==> config.mk <==
export PLATFORM = sky130hd
export DESIGN_NAME = complex_to_scalar_with_phase_unwrap
export DESIGN_NICKNAME = d
export VERILOG_FILES = /design/src/rtl/c2s_pkg.sv /design/src/rtl/c2s_iter.sv /design/src/rtl/c2s_unwrap.sv /design/src/rtl/complex_to_scalar_with_phase_unwrap.sv
export SDC_FILE = /design/constraint.sdc
export NUM_CORES = 2
export LEC_CHECK = 0
export ABC_CLOCK_PERIOD_IN_PS = 16640
export BUFFER_PORTS_ARGS = -buffer_cell sky130_fd_sc_hd__buf_2
export CAP_MARGIN = 20
export CORE_AREA = 4 4 327 329
export CTS_CLUSTER_SIZE = 12
export DETAILED_ROUTE_END_ITERATION = 8
export DIE_AREA = 0 0 331 333
export PLACE_DENSITY = 0.89
export SETUP_SLACK_MARGIN = 0.2
export SLEW_MARGIN = 20
export SYNTH_ARGS = -nofsm -noshare
export SYNTH_HDL_FRONTEND = slang
export SYNTH_SLANG_ARGS = --single-unit
==> constraint.sdc <==
create_clock -name clk -period 16.64 [get_ports clk]
set_clock_uncertainty 0.2 [all_clocks]
set_input_delay 0 -clock clk [delete_from_list [all_inputs] [get_ports clk]]
set_output_delay 0 -clock clk [all_outputs]
set_load 0.05 [all_outputs]
==> src/rtl/c2s_pkg.sv <==
// Package for the complex-to-scalar converter with phase unwrapping.
// Widths, register codes, fixed-point constants, the arctangent table
// and the control types shared by the sequencer, iteration unit and unwrapper.
package c2s_pkg;

  localparam int SAMPLE_BITS = 16;
  localparam int FRAC_BITS   = 16;
  localparam int RUN_BITS    = 16;
  localparam int OUT_BITS    = 40;

  // stream payload widths, padded to whole bytes
  localparam int IN_W  = ((2 * SAMPLE_BITS + 7) / 8) * 8;
  localparam int OUT_W = ((OUT_BITS + 7) / 8) * 8;

  // configuration port
  localparam int CFG_IDX_W  = 2;
  localparam int CFG_DATA_W = RUN_BITS;
  localparam int MODE_W     = 3;

  localparam logic [CFG_IDX_W-1:0] REG_MODE       = CFG_IDX_W'(0);
  localparam logic [CFG_IDX_W-1:0] REG_RUN_LENGTH = CFG_IDX_W'(1);

  localparam logic [MODE_W-1:0] MODE_REAL   = 3'd0;
  localparam logic [MODE_W-1:0] MODE_IMAG   = 3'd1;
  localparam logic [MODE_W-1:0] MODE_MAG    = 3'd2;
  localparam logic [MODE_W-1:0] MODE_WRAP   = 3'd3;
  localparam logic [MODE_W-1:0] MODE_UNWRAP = 3'd4;

  localparam logic [MODE_W-1:0]   MODE_RESET = MODE_MAG;
  localparam logic [RUN_BITS-1:0] RUN_RESET  = RUN_BITS'(64);

  // CORDIC vectoring: vector scaled by 2^32, angle in Q2.30 radians
  localparam int CORDIC_STEPS = 28;
  localparam int CORDIC_SHIFT = 32;
  localparam int X_W          = SAMPLE_BITS + CORDIC_SHIFT + 4;
  localparam int Z_W          = 35;
  localparam int ANG_FRAC     = 30;
  localparam int ATAN_W       = $clog2(CORDIC_STEPS);

  localparam longint PI_Q30   = 64'd3373259426;
  localparam longint TURN_Q30 = 64'd6746518852;

  localparam int ROUND_SHIFT = ANG_FRAC - FRAC_BITS;

  localparam logic signed [Z_W-1:0] PI_Z       = Z_W'(PI_Q30);
  localparam logic signed [Z_W-1:0] ROUND_HALF = Z_W'(longint'(1) << (ROUND_SHIFT - 1));

  localparam logic signed [OUT_BITS-1:0] PI_OUT =
    OUT_BITS'((PI_Q30 + (longint'(1) << (ROUND_SHIFT - 1))) >>> ROUND_SHIFT);

  // one full turn at the output scale
  localparam int TURN_W = FRAC_BITS + 4;
  localparam logic signed [TURN_W-1:0] TURN =
    TURN_W'((TURN_Q30 + (longint'(1) << (ROUND_SHIFT - 1))) >>> ROUND_SHIFT);

  localparam int TC_W = 16;

  // square root of (re^2 + im^2) * 2^(2*FRAC_BITS), rounded to nearest
  localparam int RAD_W     = 2 * SAMPLE_BITS;
  localparam int ROOT_BITS = SAMPLE_BITS + FRAC_BITS;
  localparam int REM_W     = ROOT_BITS + 2;

  localparam int ITER_MAX = (ROOT_BITS > CORDIC_STEPS) ? ROOT_BITS : CORDIC_STEPS;
  localparam int CNT_W    = $clog2(ITER_MAX);

  typedef enum logic [2:0] {
    ST_IDLE,
    ST_PREP,
    ST_CALC,
    ST_SCALE,
    ST_UNWRAP,
    ST_OUT
  } c2s_state_t;

  typedef enum logic [2:0] {
    IT_IDLE,
    IT_SQ_RE,
    IT_SQ_IM,
    IT_ROOT,
    IT_ROT,
    IT_FIN
  } c2s_iter_state_t;

  typedef enum logic {
    OP_ROOT,
    OP_ATAN
  } c2s_op_t;

  typedef struct packed {
    logic    start;
    c2s_op_t op;
  } c2s_iter_ctrl_t;

  typedef struct packed {
    logic begin_item;
    logic scale;
    logic update;
  } c2s_unw_ctrl_t;

  // atan(2^-i) in Q2.30, truncated (the last entry rounded up)
  function automatic logic [31:0] atan_q30(input logic [ATAN_W-1:0] idx);
    logic [31:0] v;
    case (idx)
      0:       v = 32'h3243F6A8;
      1:       v = 32'h1DAC6705;
      2:       v = 32'h0FADBAFC;
      3:       v = 32'h07F56EA6;
      4:       v = 32'h03FEAB76;
      5:       v = 32'h01FFD55B;
      6:       v = 32'h00FFFAAA;
      7:       v = 32'h007FFF55;
      8:       v = 32'h003FFFEA;
      9:       v = 32'h001FFFFD;
      10:      v = 32'h000FFFFF;
      11:      v = 32'h0007FFFF;
      12:      v = 32'h0003FFFF;
      13:      v = 32'h0001FFFF;
      14:      v = 32'h0000FFFF;
      15:      v = 32'h00007FFF;
      16:      v = 32'h00003FFF;
      17:      v = 32'h00001FFF;
      18:      v = 32'h00000FFF;
      19:      v = 32'h000007FF;
      20:      v = 32'h000003FF;
      21:      v = 32'h000001FF;
      22:      v = 32'h000000FF;
      23:      v = 32'h0000007F;
      24:      v = 32'h0000003F;
      25:      v = 32'h0000001F;
      26:      v = 32'h0000000F;
      27:      v = 32'h00000008;
      default: v = 32'h00000000;
    endcase
    return v;
  endfunction

endpackage

==> src/rtl/c2s_iter.sv <==
// Shared iteration unit: CORDIC vectoring for the phase, or a digit-by-digit
// square root for the magnitude, one step per cycle under a small FSM.
// Depends on c2s_pkg.
module c2s_iter (
  input  logic                                 clk,
  input  logic                                 rst,
  input  c2s_pkg::c2s_iter_ctrl_t              ctrl,
  input  logic signed [c2s_pkg::SAMPLE_BITS-1:0] re,
  input  logic signed [c2s_pkg::SAMPLE_BITS-1:0] im,
  output logic                                 done,
  output logic signed [c2s_pkg::OUT_BITS-1:0]  result
);
  import c2s_pkg::*;

  c2s_iter_state_t state, state_next;
  c2s_op_t         op;
  logic [CNT_W-1:0] cnt;

  // CORDIC registers
  logic signed [X_W-1:0] x, y;
  logic signed [Z_W-1:0] z;

  // square root registers
  logic [RAD_W-1:0]     rad;
  logic [RAD_W-1:0]     sq;
  logic [REM_W-1:0]     rem;
  logic [ROOT_BITS-1:0] root;

  // shared multiplier for the two squares
  logic signed [SAMPLE_BITS-1:0] mul_a;
  logic signed [RAD_W-1:0]       mul_p;

  // CORDIC step
  logic signed [X_W-1:0] xs, dx, dy;
  logic signed [Z_W-1:0] ang, zc, zr;
  logic                  y_pos, y_neg;

  // square root step
  logic [REM_W+1:0] trial, tsub;
  logic             ge;
  logic [ROOT_BITS:0] root_fin;

  logic last_root, last_rot;

  assign mul_a = (state == IT_SQ_RE) ? re : im;
  assign mul_p = RAD_W'(mul_a * mul_a);

  assign xs    = X_W'(re) <<< CORDIC_SHIFT;
  assign dx    = y >>> cnt;
  assign dy    = x >>> cnt;
  assign ang   = Z_W'(atan_q30(cnt[ATAN_W-1:0]));
  assign y_pos = (y != '0) && !y[X_W-1];
  assign y_neg = y[X_W-1];

  assign trial = {rem, rad[RAD_W-1 -: 2]};
  assign tsub  = (REM_W + 2)'({root, 2'b01});
  assign ge    = trial >= tsub;

  assign last_root = cnt == CNT_W'(ROOT_BITS - 1);
  assign last_rot  = cnt == CNT_W'(CORDIC_STEPS - 1);

  always_comb begin
    state_next = state;
    case (state)
      IT_IDLE: begin
        if (ctrl.start) state_next = (ctrl.op == OP_ROOT) ? IT_SQ_RE : IT_ROT;
      end
      IT_SQ_RE: state_next = IT_SQ_IM;
      IT_SQ_IM: state_next = IT_ROOT;
      IT_ROOT: begin
        if (last_root) state_next = IT_FIN;
      end
      IT_ROT: begin
        if (last_rot) state_next = IT_FIN;
      end
      IT_FIN:  state_next = IT_IDLE;
      default: state_next = IT_IDLE;
    endcase
  end

  // clamp to [-pi, pi], round half up, or round the root to nearest
  always_comb begin
    zc = z;
    if (z > PI_Z) zc = PI_Z;
    if (z < -PI_Z) zc = -PI_Z;
    zr = (zc + ROUND_HALF) >>> ROUND_SHIFT;
    root_fin = ((REM_W)'(root) < rem) ? ((ROOT_BITS + 1)'(root) + 1'b1)
                                      : (ROOT_BITS + 1)'(root);
    done   = state == IT_FIN;
    result = (op == OP_ATAN) ? OUT_BITS'(zr) : OUT_BITS'($signed({1'b0, root_fin}));
  end

  always_ff @(posedge clk) begin
    if (rst) begin
      state <= IT_IDLE;
    end else begin
      state <= state_next;
    end
  end

  always_ff @(posedge clk) begin
    case (state)
      IT_IDLE: begin
        cnt <= '0;
        if (ctrl.start) begin
          op <= ctrl.op;
          x  <= re[SAMPLE_BITS-1] ? -xs : xs;
          y  <= re[SAMPLE_BITS-1] ? -(X_W'(im) <<< CORDIC_SHIFT) : (X_W'(im) <<< CORDIC_SHIFT);
          if (!re[SAMPLE_BITS-1]) z <= '0;
          else z <= im[SAMPLE_BITS-1] ? -PI_Z : PI_Z;
        end
      end
      IT_SQ_RE: sq <= mul_p;
      IT_SQ_IM: begin
        rad  <= sq + mul_p;
        rem  <= '0;
        root <= '0;
      end
      IT_ROOT: begin
        rem  <= ge ? REM_W'(trial - tsub) : REM_W'(trial);
        root <= {root[ROOT_BITS-2:0], ge};
        rad  <= {rad[RAD_W-3:0], 2'b00};
        cnt  <= cnt + 1'b1;
      end
      IT_ROT: begin
        // a step with y at zero leaves the vector alone
        if (y_pos) begin
          x <= x + dx;
          y <= y - dy;
          z <= z + ang;
        end else if (y_neg) begin
          x <= x - dx;
          y <= y + dy;
          z <= z - ang;
        end
        cnt <= cnt + 1'b1;
      end
      default: ;
    endcase
  end

endmodule

==> src/rtl/c2s_unwrap.sv <==
// Unwrap state: run position, last unwrapped phase and saturating turn count.
// Adds the turn offset, then steps one turn towards the last phase.
// Depends on c2s_pkg.
module c2s_unwrap (
  input  logic                                 clk,
  input  logic                                 rst,
  input  c2s_pkg::c2s_unw_ctrl_t               ctrl,
  input  logic [c2s_pkg::RUN_BITS-1:0]         run_len,
  input  logic signed [c2s_pkg::OUT_BITS-1:0]  wrapped,
  output logic signed [c2s_pkg::OUT_BITS-1:0]  phase
);
  import c2s_pkg::*;

  localparam int PROD_W = TC_W + TURN_W;
  localparam int D_W    = OUT_BITS + 1;
  localparam int E_W    = D_W + 2;
  localparam logic signed [TC_W-1:0] TC_MAX = {1'b0, {(TC_W - 1){1'b1}}};
  localparam logic signed [TC_W-1:0] TC_MIN = {1'b1, {(TC_W - 1){1'b0}}};

  logic [RUN_BITS-1:0]        run_position;
  logic signed [OUT_BITS-1:0] previous_phase;
  logic signed [TC_W-1:0]     turn_count;
  logic signed [OUT_BITS-1:0] ph;

  logic signed [PROD_W-1:0] offset;
  logic signed [D_W-1:0]    d;
  logic signed [E_W-1:0]    up_val, dn_val;
  logic                     up, dn;

  assign offset = PROD_W'(turn_count) * PROD_W'(TURN);
  assign d      = D_W'(ph) - D_W'(previous_phase);
  // |d + T| < |d| is 2d + T < 0; |d - T| < |d| is 2d - T > 0
  assign up_val = (E_W'(d) <<< 1) + E_W'(TURN);
  assign dn_val = (E_W'(d) <<< 1) - E_W'(TURN);
  assign up     = up_val[E_W-1];
  assign dn     = !dn_val[E_W-1] && (dn_val != '0);
  assign phase  = previous_phase;

  always_ff @(posedge clk) begin
    if (rst) begin
      run_position   <= '0;
      previous_phase <= '0;
      turn_count     <= '0;
    end else begin
      if (ctrl.begin_item) begin
        if (run_position >= run_len) begin
          run_position   <= RUN_BITS'(1);
          previous_phase <= '0;
          turn_count     <= '0;
        end else begin
          run_position <= run_position + 1'b1;
        end
      end
      if (ctrl.update) begin
        if (up) begin
          if (turn_count != TC_MAX) begin
            turn_count     <= turn_count + 1'b1;
            previous_phase <= ph + OUT_BITS'(TURN);
          end else begin
            previous_phase <= ph;
          end
        end else if (dn && (turn_count != TC_MIN)) begin
          turn_count     <= turn_count - 1'b1;
          previous_phase <= ph - OUT_BITS'(TURN);
        end else begin
          previous_phase <= ph;
        end
      end
    end
  end

  always_ff @(posedge clk) begin
    if (ctrl.scale) ph <= wrapped + OUT_BITS'(offset);
  end

endmodule

==> src/rtl/complex_to_scalar_with_phase_unwrap.sv <==
// Complex sample to scalar (real, imaginary, magnitude, wrapped or unwrapped
// phase) in signed fixed point. One item in flight at a time.
// Real, imaginary and undefined modes pass from preparation to output; wrapped
// phase runs 28 CORDIC steps, unwrapped also scales and unwraps, magnitude
// squares, then finds 32 root digits. A new item waits until the last is loaded.
// Synchronous reset: mode magnitude, run length 64, unwrap state cleared.
module complex_to_scalar_with_phase_unwrap (
  input  logic                              clk,
  input  logic                              rst,
  input  logic                              cfg_valid,
  output logic                              cfg_ready,
  input  logic [c2s_pkg::CFG_IDX_W-1:0]     cfg_index,
  input  logic [c2s_pkg::CFG_DATA_W-1:0]    cfg_data,
  input  logic                              s_tvalid,
  output logic                              s_tready,
  input  logic [c2s_pkg::IN_W-1:0]          s_tdata,  // real_part, imag_part
  output logic                              m_tvalid,
  input  logic                              m_tready,
  output logic [c2s_pkg::OUT_W-1:0]         m_tdata   // scalar_value
);
  import c2s_pkg::*;

  c2s_state_t state, state_next;

  logic [MODE_W-1:0]   mode;
  logic [RUN_BITS-1:0] run_len;

  logic signed [SAMPLE_BITS-1:0] re_q, im_q;
  logic signed [OUT_BITS-1:0]    result;
  logic signed [OUT_BITS-1:0]    direct;

  c2s_iter_ctrl_t iter_ctrl;
  c2s_unw_ctrl_t  unw_ctrl;
  logic           iter_done;
  logic signed [OUT_BITS-1:0] iter_result;
  logic signed [OUT_BITS-1:0] unw_phase;

  logic needs_calc, out_load;

  assign cfg_ready  = 1'b1;
  assign needs_calc = (mode == MODE_MAG) || (mode == MODE_WRAP) || (mode == MODE_UNWRAP);

  always_comb begin
    case (mode)
      MODE_REAL: direct = OUT_BITS'(re_q) <<< FRAC_BITS;
      MODE_IMAG: direct = OUT_BITS'(im_q) <<< FRAC_BITS;
      default:   direct = '0;
    endcase
  end

  always_comb begin
    state_next = state;
    case (state)
      ST_IDLE: begin
        if (s_tvalid) state_next = ST_PREP;
      end
      ST_PREP: state_next = needs_calc ? ST_CALC : ST_OUT;
      ST_CALC: begin
        if (iter_done) state_next = (mode == MODE_UNWRAP) ? ST_SCALE : ST_OUT;
      end
      ST_SCALE:  state_next = ST_UNWRAP;
      ST_UNWRAP: state_next = ST_OUT;
      ST_OUT: begin
        if (!m_tvalid || m_tready) state_next = ST_IDLE;
      end
      default: state_next = ST_IDLE;
    endcase
  end

  always_comb begin
    s_tready            = state == ST_IDLE;
    iter_ctrl.start     = (state == ST_PREP) && needs_calc;
    iter_ctrl.op        = (mode == MODE_MAG) ? OP_ROOT : OP_ATAN;
    unw_ctrl.begin_item = state == ST_PREP;
    unw_ctrl.scale      = state == ST_SCALE;
    unw_ctrl.update     = state == ST_UNWRAP;
    out_load            = (state == ST_OUT) && (!m_tvalid || m_tready);
  end

  always_ff @(posedge clk) begin
    if (rst) begin
      state    <= ST_IDLE;
      mode     <= MODE_RESET;
      run_len  <= RUN_RESET;
      m_tvalid <= 1'b0;
    end else begin
      state <= state_next;
      if (cfg_valid && cfg_ready) begin
        case (cfg_index)
          REG_MODE:       mode    <= cfg_data[MODE_W-1:0];
          REG_RUN_LENGTH: run_len <= cfg_data[RUN_BITS-1:0];
          default: ;
        endcase
      end
      if (out_load) m_tvalid <= 1'b1;
      else if (m_tready) m_tvalid <= 1'b0;
    end
  end

  always_ff @(posedge clk) begin
    if (s_tvalid && s_tready) begin
      re_q <= s_tdata[SAMPLE_BITS-1:0];
      im_q <= s_tdata[2*SAMPLE_BITS-1:SAMPLE_BITS];
    end
    if (state == ST_PREP) result <= direct;
    if (iter_done) result <= iter_result;
    if (out_load) begin
      m_tdata <= (mode == MODE_UNWRAP) ? OUT_W'($unsigned(unw_phase))
                                       : OUT_W'($unsigned(result));
    end
  end

  c2s_iter u_iter (
    .clk    (clk),
    .rst    (rst),
    .ctrl   (iter_ctrl),
    .re     (re_q),
    .im     (im_q),
    .done   (iter_done),
    .result (iter_result)
  );

  c2s_unwrap u_unwrap (
    .clk     (clk),
    .rst     (rst),
    .ctrl    (unw_ctrl),
    .run_len (run_len),
    .wrapped (result),
    .phase   (unw_phase)
  );

  // iteration unit only finishes while the sequencer waits for it
  assert property (@(posedge clk) disable iff (rst) iter_done |-> state == ST_CALC)
    else $error("iteration unit finished outside the calculation state");

  // an accepted item always goes to preparation next
  assert property (@(posedge clk) disable iff (rst)
    (s_tvalid && s_tready) |=> state == ST_PREP)
    else $error("accepted item not taken into preparation");

  // unwrap scale and update steps happen only in unwrapped-phase mode
  assert property (@(posedge clk) disable iff (rst)
    (unw_ctrl.update || unw_ctrl.scale) |-> mode == MODE_UNWRAP)
    else $error("unwrap step outside unwrapped-phase mode");

  // magnitude is never negative
  assert property (@(posedge clk) disable iff (rst)
    (iter_done && mode == MODE_MAG) |-> !iter_result[OUT_BITS-1])
    else $error("negative magnitude");

  // wrapped phase stays within plus and minus pi
  assert property (@(posedge clk) disable iff (rst)
    (iter_done && mode != MODE_MAG) |-> (iter_result <= PI_OUT && iter_result >= -PI_OUT))
    else $error("wrapped phase out of range");

endmodule
Word level (Yosys, flattened, before mapping). Memories as Yosys holds them, arrays and structs flattened. A register that Yosys moved wholly into a read port is not among the register bits. Index checks and enable logic that the tools add are counted.

$add $sub $neg: 22. Multiply operators: 2. Order comparisons: 5. Equality and inequality tests: 26. Shift-type cells: 2. Mux-type cells: 58. Reduce and logical (&&, ||, !) cells: 34.

Operators by type and width (count): 52-bit two-way mux (8); 40-bit two-way mux (10); 35-bit two-way mux (7); 52-bit one-hot mux with 2 select lines (2); 16-bit two-way mux (8); 32-bit one-hot mux with 2 select lines (2); 52-bit adder (2); 48-bit negation with 52-bit output (2); 52-bit by 5-bit >>> shifter with 52-bit output (2); 52-bit subtractor (2); 40-bit one-hot mux with 2 select lines (1); 35-bit one-hot mux with 2 select lines (1); 34-bit one-hot mux with 2 select lines (1); 52-bit nonzero test (1); 42-bit by 20-bit adder with 43-bit output, second input constant (1); 43-bit nonzero test (1); 42-bit by 20-bit subtractor with 43-bit output, second input constant (1); 40-bit by 40-bit subtractor with 41-bit output (1); 40-bit by 20-bit adder with 40-bit output, second input constant (1); 40-bit by 36-bit adder with 40-bit output (1); 40-bit by 20-bit subtractor with 40-bit output, second input constant (1); 36-bit by 34-bit greater-or-equal comparator with 1-bit output (1); 16-bit by 20-bit multiplier with 36-bit output, second input constant (1); 35-bit by 15-bit adder with 35-bit output, second input constant (1); other kinds (39) (90).

Bits in registers: 525. Bits in read-only memories: 960. Output and inout bits: 43. Memories: 1.

Memories: (name not given) (words 32, width 30, read ports 1, clocked after memory_dff 1, wr ports 0, RTL line c2s_pkg.sv:103) `case (idx)`.

Depth between registers and ports, before layout.
Word-level depth: 8. Gate-level depth with buffers: 44.

Cells and area by module. From an unflattened synthesis, not the netlist that was laid out.

Cells, all modules: 7831. Area, all modules: 67339.6 µm².

Modules (own cells, without submodules): c2s_iter (times used 1, cells each 5435, area an instance 45715.1 µm²); c2s_unwrap (times used 1, cells each 1934, area an instance 16291.9 µm²); complex_to_scalar_with_phase_unwrap (times used 1, cells each 462, area an instance 5332.6 µm²).

Worst setup path before layout. OpenSTA, ideal clock, no wires.

Path type: reg2reg. Start: register u_iter.state[1]. End: register u_iter.x[0] (enable). Library setup time: 0.826 ns. Data arrival time: 11.068 ns. Data required time: 15.614 ns. Slack: 4.546 ns. Stages on the path, launching flop included: 7. Path buffers: 3. Period minus slack after synthesis: 12.094 ns. Cells stage by stage: dfxtp_1 > nor2_1 > nand2_1 > clkbuf_1 > clkbuf_1 > buf_1 > o21ai_0.

Word-level cells in the longest chain between the ends: 3.

RTL lines: start: declaration (RTL line c2s_iter.sv:15) `c2s_iter_state_t state, state_next;`; start signal: assignment (RTL line c2s_iter.sv:97) `state <= state_next;`; 3-bit == test or 3-bit zero test (tied branches) (RTL line c2s_iter.sv:102) `case (state)`; 3-bit by 1-bit != test with 1-bit output (no line) (tied with other cells); 3-bit AND reduction (no line) (*); end signal: assignment (RTL line c2s_iter.sv:107) `x <= re[SAMPLE_BITS-1] ? -xs : xs;`; end signal: assignment (RTL line c2s_iter.sv:128) `x <= x + dx;`; end signal: assignment (RTL line c2s_iter.sv:132) `x <= x - dx;`; end: declaration (RTL line c2s_iter.sv:20) `logic signed [X_W-1:0] x, y;`.

Mark *: on every way between the ends. The rest lies on a longest branch, timed or not. A chain may end at the register's enable or synchronous reset.

Worst setup path after layout.
Start: register u_iter.state[2]. End: register u_iter.rad[31] (data pin).

Word-level cells in the longest chain between the ends: 5.

RTL lines: 3-bit by 1-bit == test with 1-bit output (RTL line c2s_iter.sv:45) `assign mul_a = (state == IT_SQ_RE) ? re : im;`; 16-bit two-way mux (RTL line c2s_iter.sv:45); 16-bit by 16-bit multiplier with 32-bit output (RTL line c2s_iter.sv:46) `assign mul_p = RAD_W'(mul_a * mul_a);`; via u_iter.mul_p[21] (RTL line c2s_iter.sv:31) `logic signed [RAD_W-1:0] mul_p;`; 32-bit adder (RTL line c2s_iter.sv:115) `rad <= sq + mul_p;`; 32-bit one-hot mux with 2 select lines (RTL line c2s_iter.sv:102); end signal: assignment (RTL line c2s_iter.sv:115); end signal: assignment (RTL line c2s_iter.sv:122) `rad <= {rad[RAD_W-3:0], 2'b00};`; end: declaration (RTL line c2s_iter.sv:24) `logic [RAD_W-1:0] rad;`.

The timed path passes the listed nets, and every way through them passes these cells.

==> results_dict.tcl <==
set metrics [dict create \
    slowest_stage "mux2i_1" \
    synth_area_um2 65000 \
    hp-start "m_tready" \
    r2r_cells 39 \
    hp-class "in -> reg" \
    final_common_cell "inv_1" \
    vias 59100 \
    cp_max_fo 52 \
    final_util_pct 67.7 \
    tightest_slew_ps 1250 \
    synthToLayoutAreaGrowth_pct 7.80 \
    cts_htree_levels 3 \
    reg2reg_to "u_iter.rad[31]$_DFFE_PP_" \
    grt_usage_pct 35.6 \
    path_class "reg -> reg" \
    drc_errors 0 \
    drive_above_1_share_pct 6.85 \
    final_net_count 8545 \
    initialDrtViolationCount 7882 \
    timing.setup.tns_ps 0 \
    gr-total-overflow 0 \
    worst_ep_arrival_time_ps 12260 \
    period_needed_ps 12080 \
    wirelength_mm 201 \
    ys_types 101 \
    max_freq_mhz 82.8 \
    required_ps 16820 \
    holdPathStages 4 \
    final_cell_mix "inv_1, nor2_1, nand2_1, ha_1, a21oi_1" \
    ys_seq_elements 548 \
    io_buffers 96 \
    critPathBufInv 5 \
    cts_made_buffers 67 \
    drt.antenna.violating_nets 0 \
    dpl.hpwl_mm 146 \
    grt_pass1_wl_mm 314 \
    grt_max_degree 107 \
    slowest_delay_ps 780 \
    async_flop_share_pct 0 \
    status "complete, no violations" \
    vias_per_cell 6.61 \
    rsz0062_at_grt "false" \
    hold_violations 0 \
    pin_count 98 \
    rr_startpoint "u_iter.state[2]$_SDFFE_PP0P_" \
    drt_first_pass_iters 7 \
    cts.path.max_buffers 3 \
    cp-end-kind "flop" \
    cts-root-buf "clkbuf_16" \
    clkLatencyLatePin_ps 680 \
    holdPathEnd "m_tvalid$_SDFFE_PP0P_" \
    dieArea_um2 110000 \
    maxSlewViolCount 0 \
    cap_violations 0 \
    yosys_warnings 0 \
    ys_seq_area_share_pct 23.4 \
    initial_core_util_pct 62.8 \
    relSlewSlack_pct 16.7 \
    antenna_found_initial 12 \
    grt_pass1_vias 58200 \
    cp-start-kind "flop" \
    cts_num_sinks 548 \
    syn_inst 7455 \
    setup_violations 0 \
    cp_common_cell "fa_1" \
    wl_per_cell_um 22.5 \
    ys.flop_type "edfxtp_1" \
    syn_area_per_cell_um2 8.71 \
    die_width_um 331 \
    syn_nets 8504 \
    finalCritPeriodShare_pct 72.6 \
    crit_family "compound AO/OA/AOI/OAI gates" \
    cts_tree "built" \
    synth_edf_count 420 \
    path_clk_slew_ps 60 \
    timing.final.ws_setup_ps 4570 \
    core_area_um2 103000 \
    r2r_slack_ps 4570 \
    gp_congestion 1.01 \
    rows 118 \
    cts_resized 0 \
    die_h_um 333 \
    dp_slack_ps 4810 \
]
[worst max-delay path by stage]
stage	startpoint	end	slack, ps	cells past startpoint
global route	u_iter.state[2]$_SDFFE_PP0P_	u_iter.rad[31]$_DFFE_PP_	3880	39
finish	u_iter.state[2]$_SDFFE_PP0P_	u_iter.rad[31]$_DFFE_PP_	4570	39
floorplan	u_iter.state[1]$_SDFFE_PP0P_	u_iter.x[0]$_SDFFCE_PN0P_	4550	6
detailed placement	u_iter.state[2]$_SDFFE_PP0P_	u_iter.rad[31]$_DFFE_PP_	4810	38
global placement	u_iter.state[2]$_SDFFE_PP0P_	u_iter.rad[31]$_DFFE_PP_	5230	38
CTS	u_iter.state[2]$_SDFFE_PP0P_	u_iter.rad[31]$_DFFE_PP_	4710	38
[per-layer routing]
layer  share of wire, %  global-route usage, %
met5              0.041                      0
met4                6.7                   19.7
met3                 11                   7.47
met2                 45                   56.6
met1                 37                   45.3
[synth_stat cells, drive strengths merged (153+ instances only)]
| library cell | number | share of area [%] |
|---|---|---|
| clkbuf | 241 | 1.4 |
| fa | 367 | 11 |
| xor2 | 153 | 2.1 |
| nor3 | 157 | 1.3 |
| nand2 | 634 | 3.7 |
| a21oi | 504 | 3.9 |
| edfxtp | 420 | 19 |
| ha | 627 | 12 |
| inv | 874 | 5.1 |
| a21o | 184 | 2.1 |
| o21ai | 410 | 3.2 |
| xnor2 | 302 | 4.1 |
| nor2 | 693 | 4.0 |
[worst reg2reg max path, delay by kind of cell, from the launching register on]
family,cells,cell delay [ps]
adders and majority gates,8,3310
DFF,1,490
AOI/OAI and AO/OA,15,3870
xor gates and xnor gates,3,580
and+or+nand+nor,6,980
muxes,2,1100
buffers and inverters,5,1260
[per-stage QoR]
step / std cells / hold slack [ps] / cell area [um^2]
floorplan: 7455 / -101 / 65000
global placement: 8673 / -21.1 / 66400
finish: 8936 / 109 / 70000
detailed placement: 8673 / -21.5 / 66400
global route: 8928 / 116 / 70000
CTS: 8924 / 75.3 / 70000
[logic make-up after synthesis]
group	Yosys count	synth area share (%)
compound gates	1803	17.8
other cells	1	0.00577
buf+inv	1197	7.07
mux	303	6.76
fa+ha+maj	994	23.4
flops	548	23.4
simple gates	2153	15.4
xor+xnor	456	6.17
[sequential cells by signal, summed over array words and instances (netlist names), 30 cells and up]
name / count
m_tdata: 40
result: 34
u_iter.ang: 30
u_iter.rad: 32
u_iter.rem: 34
u_iter.root: 32
u_iter.sq: 31
u_iter.x: 52
u_iter.y: 52
u_iter.z: 35
u_unwrap.ph: 40
u_unwrap.phase: 40
[timing repair]
action,4_1_cts,5_1_grt
hold buffers,133,0
endpoints found under the hold margin,98,0
setup buffers,0,0
[area by class of cell]
type	count	area [um^2]
clock buffer	93	1970
clock inverter	25	244
tap	1380	1730
timing repair buffer	291	2290
multi-input combinational	5710	45300
inverter	878	3300
antenna	11	27.5
fill	7889	33500
sequential	548	15200
Power is not shown: default switching activity piles up to over one toggle a cycle in this logic, so the estimate is an artifact.
